[src/design/mob_pkg.sv]
package mob_pkg;

   localparam int SAMPLE_COUNT = 16;
   localparam int SAMPLE_WIDTH = 16;

   localparam int MEDIAN_WIDTH = SAMPLE_WIDTH + 1;
   localparam int COUNT_WIDTH  = $clog2(SAMPLE_COUNT);

   // lower and upper middle of the sorted block; equal for an odd count
   localparam int MID_LO = (SAMPLE_COUNT - 1) / 2;
   localparam int MID_HI = SAMPLE_COUNT / 2;

   typedef struct packed {
      logic insert;
      logic load_out;
   } cmd_type;

   typedef struct packed {
      logic last;
   } status_type;

endpackage

[src/design/mob_channels.sv]
interface mob_sample_if;
   logic                                      valid;
   logic                                      ready;
   logic signed [mob_pkg::SAMPLE_WIDTH-1:0] sample;

   modport source (output valid, output sample, input ready);
   modport sink   (input valid, input sample, output ready);
endinterface

interface mob_median_if;
   logic                                      valid;
   logic                                      ready;
   logic signed [mob_pkg::MEDIAN_WIDTH-1:0] median_value;

   modport source (output valid, output median_value, input ready);
   modport sink   (input valid, input median_value, output ready);
endinterface

[src/design/mob_datapath.sv]
module mob_datapath (
   input  logic                                      clock,
   input  logic                                      reset,
   input  mob_pkg::cmd_type                          cmd,
   input  logic signed [mob_pkg::SAMPLE_WIDTH-1:0]   sample,
   output logic signed [mob_pkg::MEDIAN_WIDTH-1:0]   median_value,
   output mob_pkg::status_type                       status
);

   logic signed [mob_pkg::SAMPLE_WIDTH-1:0] store_ff [mob_pkg::SAMPLE_COUNT];
   logic signed [mob_pkg::SAMPLE_WIDTH-1:0] store_in [mob_pkg::SAMPLE_COUNT];
   logic [mob_pkg::SAMPLE_COUNT-1:0]         gt;
   logic [mob_pkg::COUNT_WIDTH-1:0]          count_ff;
   logic [mob_pkg::COUNT_WIDTH-1:0]          count_in;
   logic signed [mob_pkg::MEDIAN_WIDTH-1:0]  median_ff;
   logic signed [mob_pkg::MEDIAN_WIDTH-1:0]  median_in;
   logic signed [mob_pkg::MEDIAN_WIDTH-1:0]  mid_lo;
   logic signed [mob_pkg::MEDIAN_WIDTH-1:0]  mid_hi;

   assign status.last = (count_ff == mob_pkg::COUNT_WIDTH'(mob_pkg::SAMPLE_COUNT - 1));

   // each cell: take the left neighbor if it moves right, else take the new word
   // where it lands, else hold
   always_comb begin
      for (int i = 0; i < mob_pkg::SAMPLE_COUNT; i++) begin
         gt[i] = (mob_pkg::COUNT_WIDTH'(i) < count_ff) && (store_ff[i] > sample);
      end
      store_in[0] = (gt[0] || (count_ff == '0)) ? sample : store_ff[0];
      for (int i = 1; i < mob_pkg::SAMPLE_COUNT; i++) begin
         if (gt[i-1]) begin
            store_in[i] = store_ff[i-1];
         end else if (gt[i] || (mob_pkg::COUNT_WIDTH'(i) == count_ff)) begin
            store_in[i] = sample;
         end else begin
            store_in[i] = store_ff[i];
         end
      end
   end

   always_comb begin
      count_in = count_ff;
      if (cmd.insert) begin
         count_in = status.last ? '0 : count_ff + 1'b1;
      end
   end

   assign mid_lo = {store_ff[mob_pkg::MID_LO][mob_pkg::SAMPLE_WIDTH-1],
                    store_ff[mob_pkg::MID_LO]};
   assign mid_hi = {store_ff[mob_pkg::MID_HI][mob_pkg::SAMPLE_WIDTH-1],
                    store_ff[mob_pkg::MID_HI]};
   assign median_in = mid_lo + mid_hi;

   always_ff @(posedge clock) begin
      if (reset) begin
         count_ff <= '0;
      end else begin
         count_ff <= count_in;
      end
   end

   always_ff @(posedge clock) begin
      if (cmd.insert) begin
         store_ff <= store_in;
      end
      if (cmd.load_out) begin
         median_ff <= median_in;
      end
   end

   assign median_value = median_ff;

endmodule

[src/design/mob_ctrl.sv]
module mob_ctrl (
   input  logic                clock,
   input  logic                reset,
   input  logic                req_valid,
   output logic                req_ready,
   output logic                rsp_valid,
   input  logic                rsp_ready,
   input  mob_pkg::status_type status,
   output mob_pkg::cmd_type    cmd
);

   typedef enum logic [1:0] {
      ST_COLLECT = 2'b01,
      ST_MEDIAN  = 2'b10
   } state_type;

   state_type state_ff;
   state_type state_in;
   logic      out_valid_ff;
   logic      out_valid_in;

   assign req_ready    = (state_ff == ST_COLLECT);
   assign cmd.insert   = req_valid && req_ready;
   // load the result once the output register is free or being drained
   assign cmd.load_out = (state_ff == ST_MEDIAN) && (!out_valid_ff || rsp_ready);

   always_comb begin
      state_in = state_ff;
      unique case (state_ff)
         ST_COLLECT: begin
            if (cmd.insert && status.last) begin
               state_in = ST_MEDIAN;
            end
         end
         ST_MEDIAN: begin
            if (cmd.load_out) begin
               state_in = ST_COLLECT;
            end
         end
         default: begin
            state_in = ST_COLLECT;
         end
      endcase
   end

   always_comb begin
      out_valid_in = out_valid_ff && !rsp_ready;
      if (cmd.load_out) begin
         out_valid_in = 1'b1;
      end
   end

   always_ff @(posedge clock) begin
      if (reset) begin
         state_ff     <= ST_COLLECT;
         out_valid_ff <= 1'b0;
      end else begin
         state_ff     <= state_in;
         out_valid_ff <= out_valid_in;
      end
   end

   assign rsp_valid = out_valid_ff;

endmodule

[src/design/median_of_block_core.sv]
// Channel  Dir  Payload                   Meaning
// req      in   sample [15:0] signed      one sample of the current block
// rsp      out  median_value [16:0] signed twice the block median
//
// A sample is taken every cycle while req_ready is high; the insertion row of cells
// sorts it on arrival. After the last sample of a block, the median state computes the
// median into the output register; it waits there only while rsp stalls with an
// earlier result still held.
// Synchronous reset empties the block and drops any pending result.
// req_ready is low only while a full block waits to load its median.
module median_of_block_core (
   input logic         clock,
   input logic         reset,
   mob_sample_if.sink  req,
   mob_median_if.source rsp
);

   mob_pkg::cmd_type    cmd;
   mob_pkg::status_type status;

   mob_ctrl u_ctrl (
      .clock     (clock),
      .reset     (reset),
      .req_valid (req.valid),
      .req_ready (req.ready),
      .rsp_valid (rsp.valid),
      .rsp_ready (rsp.ready),
      .status    (status),
      .cmd       (cmd)
   );

   mob_datapath u_datapath (
      .clock        (clock),
      .reset        (reset),
      .cmd          (cmd),
      .sample       (req.sample),
      .median_value (rsp.median_value),
      .status       (status)
   );

   a_last_word_stalls: assert property (@(posedge clock) disable iff (reset)
      (req.valid && req.ready && status.last) |=> !req.ready)
      else $error("input not held off after last word of block");

   a_load_only_when_held: assert property (@(posedge clock) disable iff (reset)
      cmd.load_out |-> (!req.ready && !cmd.insert))
      else $error("result loaded while input open");

   a_result_after_median: assert property (@(posedge clock) disable iff (reset)
      $rose(rsp.valid) |-> $past(!req.ready))
      else $error("result word without a median cycle");

endmodule

[src/flat_wrapper.sv]
// flat-port wrapper written by rule: the top's interface ports become plain ports
module median_of_block_core_flat 
  (clock, reset, req_valid, req_sample, req_ready, rsp_valid, rsp_median_value, rsp_ready);
  mob_sample_if req_i ();
  mob_median_if rsp_i ();
  input logic clock;
  input logic reset;
  input wire logic [$bits(req_i.valid)-1:0] req_valid;
  input wire logic [$bits(req_i.sample)-1:0] req_sample;
  output wire logic [$bits(req_i.ready)-1:0] req_ready;
  output wire logic [$bits(rsp_i.valid)-1:0] rsp_valid;
  output wire logic [$bits(rsp_i.median_value)-1:0] rsp_median_value;
  input wire logic [$bits(rsp_i.ready)-1:0] rsp_ready;
  assign req_i.valid = req_valid;
  assign req_i.sample = req_sample;
  assign req_ready = req_i.ready;
  assign rsp_valid = rsp_i.valid;
  assign rsp_median_value = rsp_i.median_value;
  assign rsp_i.ready = rsp_ready;
  median_of_block_core u_core (.clock(clock), .reset(reset), .req(req_i), .rsp(rsp_i));
endmodule
[config.mk]
export PLATFORM = sky130hd
export DESIGN_NAME = median_of_block_core_flat
export DESIGN_NICKNAME = d
export VERILOG_FILES = /design/src/design/mob_pkg.sv /design/src/design/mob_channels.sv /design/src/design/mob_datapath.sv /design/src/design/mob_ctrl.sv /design/src/design/median_of_block_core.sv /design/src/flat_wrapper.sv
export SDC_FILE = /design/constraint.sdc
export NUM_CORES = 1
export LEC_CHECK = 0
export BUFFER_PORTS_ARGS = -buffer_cell sky130_fd_sc_hd__buf_2
export CAP_MARGIN = 10
export CORE_MARGIN = 4
export CORE_UTILIZATION = 35
export CTS_BUF_LIST = sky130_fd_sc_hd__clkbuf_8
export CTS_CLUSTER_SIZE = 24
export DETAILED_ROUTE_END_ITERATION = 7
export SYNTH_ARGS = -nofsm -noshare
export SYNTH_HDL_FRONTEND = slang
export SYNTH_SLANG_ARGS = --single-unit
[constraint.sdc]
create_clock -name clock -period 3.55 [get_ports clock]
set_input_delay 0.1775 -clock clock [delete_from_list [all_inputs] [get_ports clock]]
set_output_delay 0.1775 -clock clock [all_outputs]
set_load 0.05 [all_outputs]
* Yosys cells after proc, flatten, opt, wreduce, memory -nomap -nowiden
Index checks and enable logic that the tools add are counted.
** Operators by class
- Add/subtract/negate cells :: 2
- $mul :: 0
- Divide/modulo/power cells :: 0
- Magnitude comparators :: 18
- Eq/ne operators :: 13
- Shift operators :: 0
- Muxes and demuxes :: 21
- Bitwise gates (word level) :: 0
- Reduce and logical (&&, ||, !) cells :: 44
** Operators by type and width (number)
- $mux 16 :: 16
- $gt 16x16->1 :: 9
- $reduce_and 2->1 :: 10
- $add 16x16->17 :: 1
- $eq 3x4->1 const A :: 4
- $lt 3x4->1 const A :: 4
- $reduce_bool 2->1 :: 8
- $logic_and 1x1->1 :: 13
- $logic_or 1x1->1 :: 10
- $eq 2x4->1 const A :: 2
- $lt 1x4->1 const A :: 2
- $lt 2x4->1 const A :: 2
- $add 4x1->4 const B :: 1
- $eq 1x4->1 const A :: 1
- $eq 4x4->1 const A :: 1
- $eq 4x4->1 const B :: 1
- $logic_not 4->1 :: 1
- $lt 4x4->1 const A :: 1
- $mux 2 :: 2
- $mux 4 :: 1
- $ne 2x1->1 const B :: 2
- $pmux 2 s2 :: 1
- $eq 2x1->1 const B :: 1
- $eq 2x2->1 const B :: 1
- 2 further kinds :: 3
** Storage, ports and cells
- Register bits :: 168
- Bits in latches :: 0
- Bits in writable memories :: 0
- Bits in read-only memories :: 0
- Input port bits :: 20
- Output and inout port bits :: 19
- Logic and storage cells :: 111
- Memories :: 0

* Depth between registers and ports, before layout
- Word-level depth :: 5
- Mapped depth :: 11
- Mapped depth without buffers :: 10

* Cells and area by module
Synthesis repeated with hierarchy kept, for this count alone.
** Second synthesis, totals
- Cell total of the unflattened synthesis :: 881
- Area, all modules :: 10908.0 um^2
** By module, submodules not included
- mob_datapath :: times used 1, cells an instance 868, area each 10776.6 um^2, sequential area each 4914.7 um^2
- mob_ctrl :: times used 1, cells an instance 13, area each 131.4 um^2, sequential area each 60.1 um^2

* Least setup slack after synthesis
No wires, ideal clock.
- Path type :: register to register
- Start :: register u_core.u_datapath.store_ff (netlist bit u_core.u_datapath.mid_lo[13])
- End :: register u_core.u_datapath.store_ff (netlist bit u_core.u_datapath.mid_lo[0]), enable pin
- Setup time :: 399 ps
- Arrival :: 2893 ps
- Data required time :: 3151 ps
- Path slack :: 258 ps
- Cell stages (with the launch flop) :: 10
- Path buffers :: 1
- Period minus slack after synthesis :: 3292 ps
- Cells stage by stage :: edfxtp_1 -> ha_1 -> and3_1 -> nand3_1 -> a2111oi_2 -> nor2_1 -> o211ai_1 -> o211ai_2 -> buf_4 -> a31oi_1
** On the way
- Longest elaborated chain between the ends :: 5
** RTL lines
- start, declared :: line mob_datapath.sv:10 : logic signed [mob_pkg::SAMPLE_WIDTH-1:0] store_ff [mob_pkg::SAMPLE_COUNT];
- start signal, assigned :: line mob_datapath.sv:63 : store_ff <= store_in;
- $gt 16x16->1 :: line mob_datapath.sv:26 : gt[i] = (mob_pkg::COUNT_WIDTH'(i) < count_ff) && (store_ff[i] > sample);
- $logic_and 1x1->1 :: line mob_datapath.sv:26
- $logic_or 1x1->1 :: line mob_datapath.sv:32 : end else if (gt[i] || (mob_pkg::COUNT_WIDTH'(i) == count_ff)) begin
- $reduce_bool 2->1 (no source line)
- $reduce_and 2->1 (no source line)
No other way between the ends.
A chain may end at the register's enable or synchronous reset.

==> impl_metrics.ini <==
[floorplan]
die_h_microns = 185.1
die_w_microns = 185.1
io_pins = 39
rows = 64
coreArea_sq_um = 30750
start_util_pct = 35.72
die_area_sq_um = 34280

[worst_setup_path]
path_max_fanout = 16
r2r-start = u_core.u_datapath.store_ff[253]
crit_family = compound AO/OA/AOI/OAI gates
crit_type = flip-flop to flip-flop
crit_path_max_incr_delay_ns = 0.55
r2r_setup_slack_ns = 0.50
arrival_ns = 3.27
path_cells = ha_1, a21o_1, a2111oi_1, nand2_1, o31ai_1, nand2b_1, buf_4, mux2_2
required_ns = 3.76
rr_worst_depth = 8
cp_slowest_cell = a2111oi_1
start_kind = flip-flop
cp_num_buf_inv = 1
cp-end-kind = flip-flop
rr_endpoint = u_core.u_datapath.store_ff[228]

[cts]
clk_path_buf_depth = 2
cts-root-buf = clkbuf_8
cts_num_sinks = 168
cts_setup_buffers = 0
cts_made_buffers = 17
cts_tree = built
clk_pin_slew_ns = 0.09
htree_num_levels = 4
insertion_delay_ns = 0.47

[grt]
grt_pass1_wl_microns = 38740
gr-total-overflow = 0
grt_max_degree = 19
grt.total_usage_pct = 14.43
grt_pass1_vias = 7295
antenna_found_initial = 0

[hold_path]
min_path_type = input port to flip-flop
min_path_cells = 1
hp-start = req_sample[1]
hold_path_end = u_core.u_datapath.store_ff[241]

[routing]
postRouteWirelength_microns = 24130
met1Wirelength_microns = 11350
routed_via_density = 5.239
top_layer_used = met4
drtIter0Drc = 306
wire_per_inst_microns = 17.96
first_pass_iters = 6
dr_wl_met2_microns = 11660
dr_wl_met3_microns = 667
drc = 0
final_antenna_net_count = 0
vias = 7036

[yosys]
syn_area_per_cell_sq_um = 12.73
synth_seq_cells = 168
netlist_instances = 863
yosysTopAreaCell = edfxtp_1
synth-seq-area-share_pct = 45.30
synth_edf_count = 161
syn_nets = 1047
netlist.area_leader.share_pct = 44.02
ys_top_cells_by_area = edfxtp_1 44%, ha_1 19%, mux2_2 11%
synthArstFlopShare_pct = 0
synth_cell_types = 68
yosysMostFrequentCell = ha_1
synth-warning-count = 0
syn-cell-area_sq_um = 10980
synth_common_cells = 163 x ha_1, 161 x edfxtp_1, 109 x mux2_2
ys.flop_type = edfxtp_1

[final_layout]
antenna_cells = 0
nets = 1118
synthToLayoutAreaGrowth_pct = 11.21
drive_gt1_share_pct = 25.34
fin_area_sq_um = 12210

[place]
port_buffers = 38
dpl_cell_area_sq_um = 11790
hpwlAfterDp_microns = 19180
gp_congestion = 0.8510

[timing]
setup_viol = 0
max_slew_margin_pct = 25.20
finalSetupTns_ns = 0
worst_pin_slew_ns = 1.118
finClkSkew_ns = 0.01718
rsz0062_at_grt = no
clock.fmax_ghz = 0.3275
fin_crit_sh_pct = 86.01
slew_viol_final = 0
hold_violations = 0
period_needed_ns = 3.053

[run_status]
outcome = completed

[power_and_ir_drop]
ir_worst_vdd_mv = 0.2114
p_leak_nw = 4.871
power.density_nw_per_um2 = 350.1

[flow_run]
cap_violations = 0
-- worst register-to-register path, delay by kind of cell (launching register included) --
family          cells  cell delay, ns
buf+inv             1            0.29
mux                 1            0.38
compound gates      3            1.11
flops               1            0.40
simple gates        2            0.31
fa+ha+maj           1            0.31
-- metrics by stage --
| stage | utilization (%) | instances | hold slack, ns | setup WS, ns | power, mW |
|---|---|---|---|---|---|
| 2_1_floorplan | - | 863 | 0.2466 | 0.2580 | 2.662 |
| 6_report | 39.72 | 1343 | 0.04158 | 0.4967 | 4.276 |
| 5_1_grt | 39.72 | 1343 | 0.03076 | 0.3504 | 4.457 |
| 4_1_cts | 39.72 | 1343 | 0.01586 | 0.5167 | 4.307 |
| 3_5_place_dp | 38.33 | 1309 | 0.4424 | 0.2722 | 2.838 |
| 3_3_place_gp | 38.33 | 1309 | 0.4329 | 0.3208 | 2.825 |
-- layer usage --
| metal | global-route usage [%] | vias up |
|---|---|---|
| li1 | - | 3523 |
| met1 | 18.75 | 3365 |
| met2 | 24.95 | 121 |
| met3 | 2.258 | 27 |
| met4 | 4.198 | 0 |
| met5 | 0 | - |
-- layout by cell type, fill, tap and decap left out, types with 20 or more instances in the layout --
cell type	netlist	routed
mux2_2	109	109
nand4_1	30	30
nor2_1	27	27
ha_1	163	163
o21ai_0	23	23
inv_1	40	42
a21oi_1	61	61
edfxtp_1	161	161
a21o_1	26	26
nand2_1	29	29
nor2b_1	20	20
buf_2	2	38
buf_4	4	28
-- power by group --
group | total [mW] | leakage (nW) | switching (mW) | internal, mW
clock | 1.48 | 0.220 | 0.782 | 0.703
sequential | 2.26 | 1.52 | 0.0270 | 2.23
combinational | 0.534 | 3.13 | 0.298 | 0.236
-- cell type report --
| type | instances | area, sq um |
|---|---|---|
| Fill cell | 2945 | 18540 |
| Inverter | 40 | 150.1 |
| Clock inverter | 15 | 173.9 |
| Clock buffer | 17 | 234.0 |
| Sequential cell | 168 | 4975 |
| Timing Repair Buffer | 68 | 420.4 |
| Tap cell | 396 | 495.5 |
| Multi-Input combinational cell | 639 | 5766 |
-- flip-flops by register name, summed over array words and instances (netlist names) --
name / flops
u_core.u_ctrl.rsp_valid: 1
u_core.u_ctrl.state_ff: 2
u_core.u_datapath.count_ff: 4
u_core.u_datapath.median_value: 17
u_core.u_datapath.mid_hi: 16
u_core.u_datapath.mid_lo: 16
u_core.u_datapath.store_ff: 112
-- logic make-up (layout without fill, tap and decap cells) --
logic type      Yosys count  after routing  synth area share, %
flops                   168            168                45.30
simple gates            160            160                8.111
fa+ha+maj               164            164                18.75
xor+xnor                 14             14                1.116
compound gates          172            172                10.57
buf+inv                  56            140                2.381
mux                     129            129                13.77
-- timing repair --
| action | in CTS | in global routing |
|---|---|---|
| endpoints found under the setup margin | 0 | 0 |
| gates resized for setup | 0 | 0 |
| endpoints found under the hold margin | 7 | 0 |
| hold buffers | 2 | 0 |
-- worst max-delay path by stage --
| stage | start | endpoint | slack, ns | cells past startpoint |
|---|---|---|---|---|
| floorplan | u_core.u_datapath.mid_lo[13] | u_core.u_datapath.mid_lo[0] | 0.26 | 9 |
| global placement | req_sample[10] | u_core.u_datapath.store_ff[226] | 0.32 | 8 |
| detailed placement | req_sample[13] | u_core.u_datapath.store_ff[226] | 0.27 | 10 |
| CTS | u_core.u_datapath.store_ff[253] | u_core.u_datapath.store_ff[230] | 0.52 | 8 |
| global route | u_core.u_datapath.store_ff[253] | u_core.u_datapath.store_ff[230] | 0.35 | 8 |
| finish | u_core.u_datapath.store_ff[253] | u_core.u_datapath.store_ff[228] | 0.50 | 8 |
No activity file was read; power rests on OpenSTA's default activity.
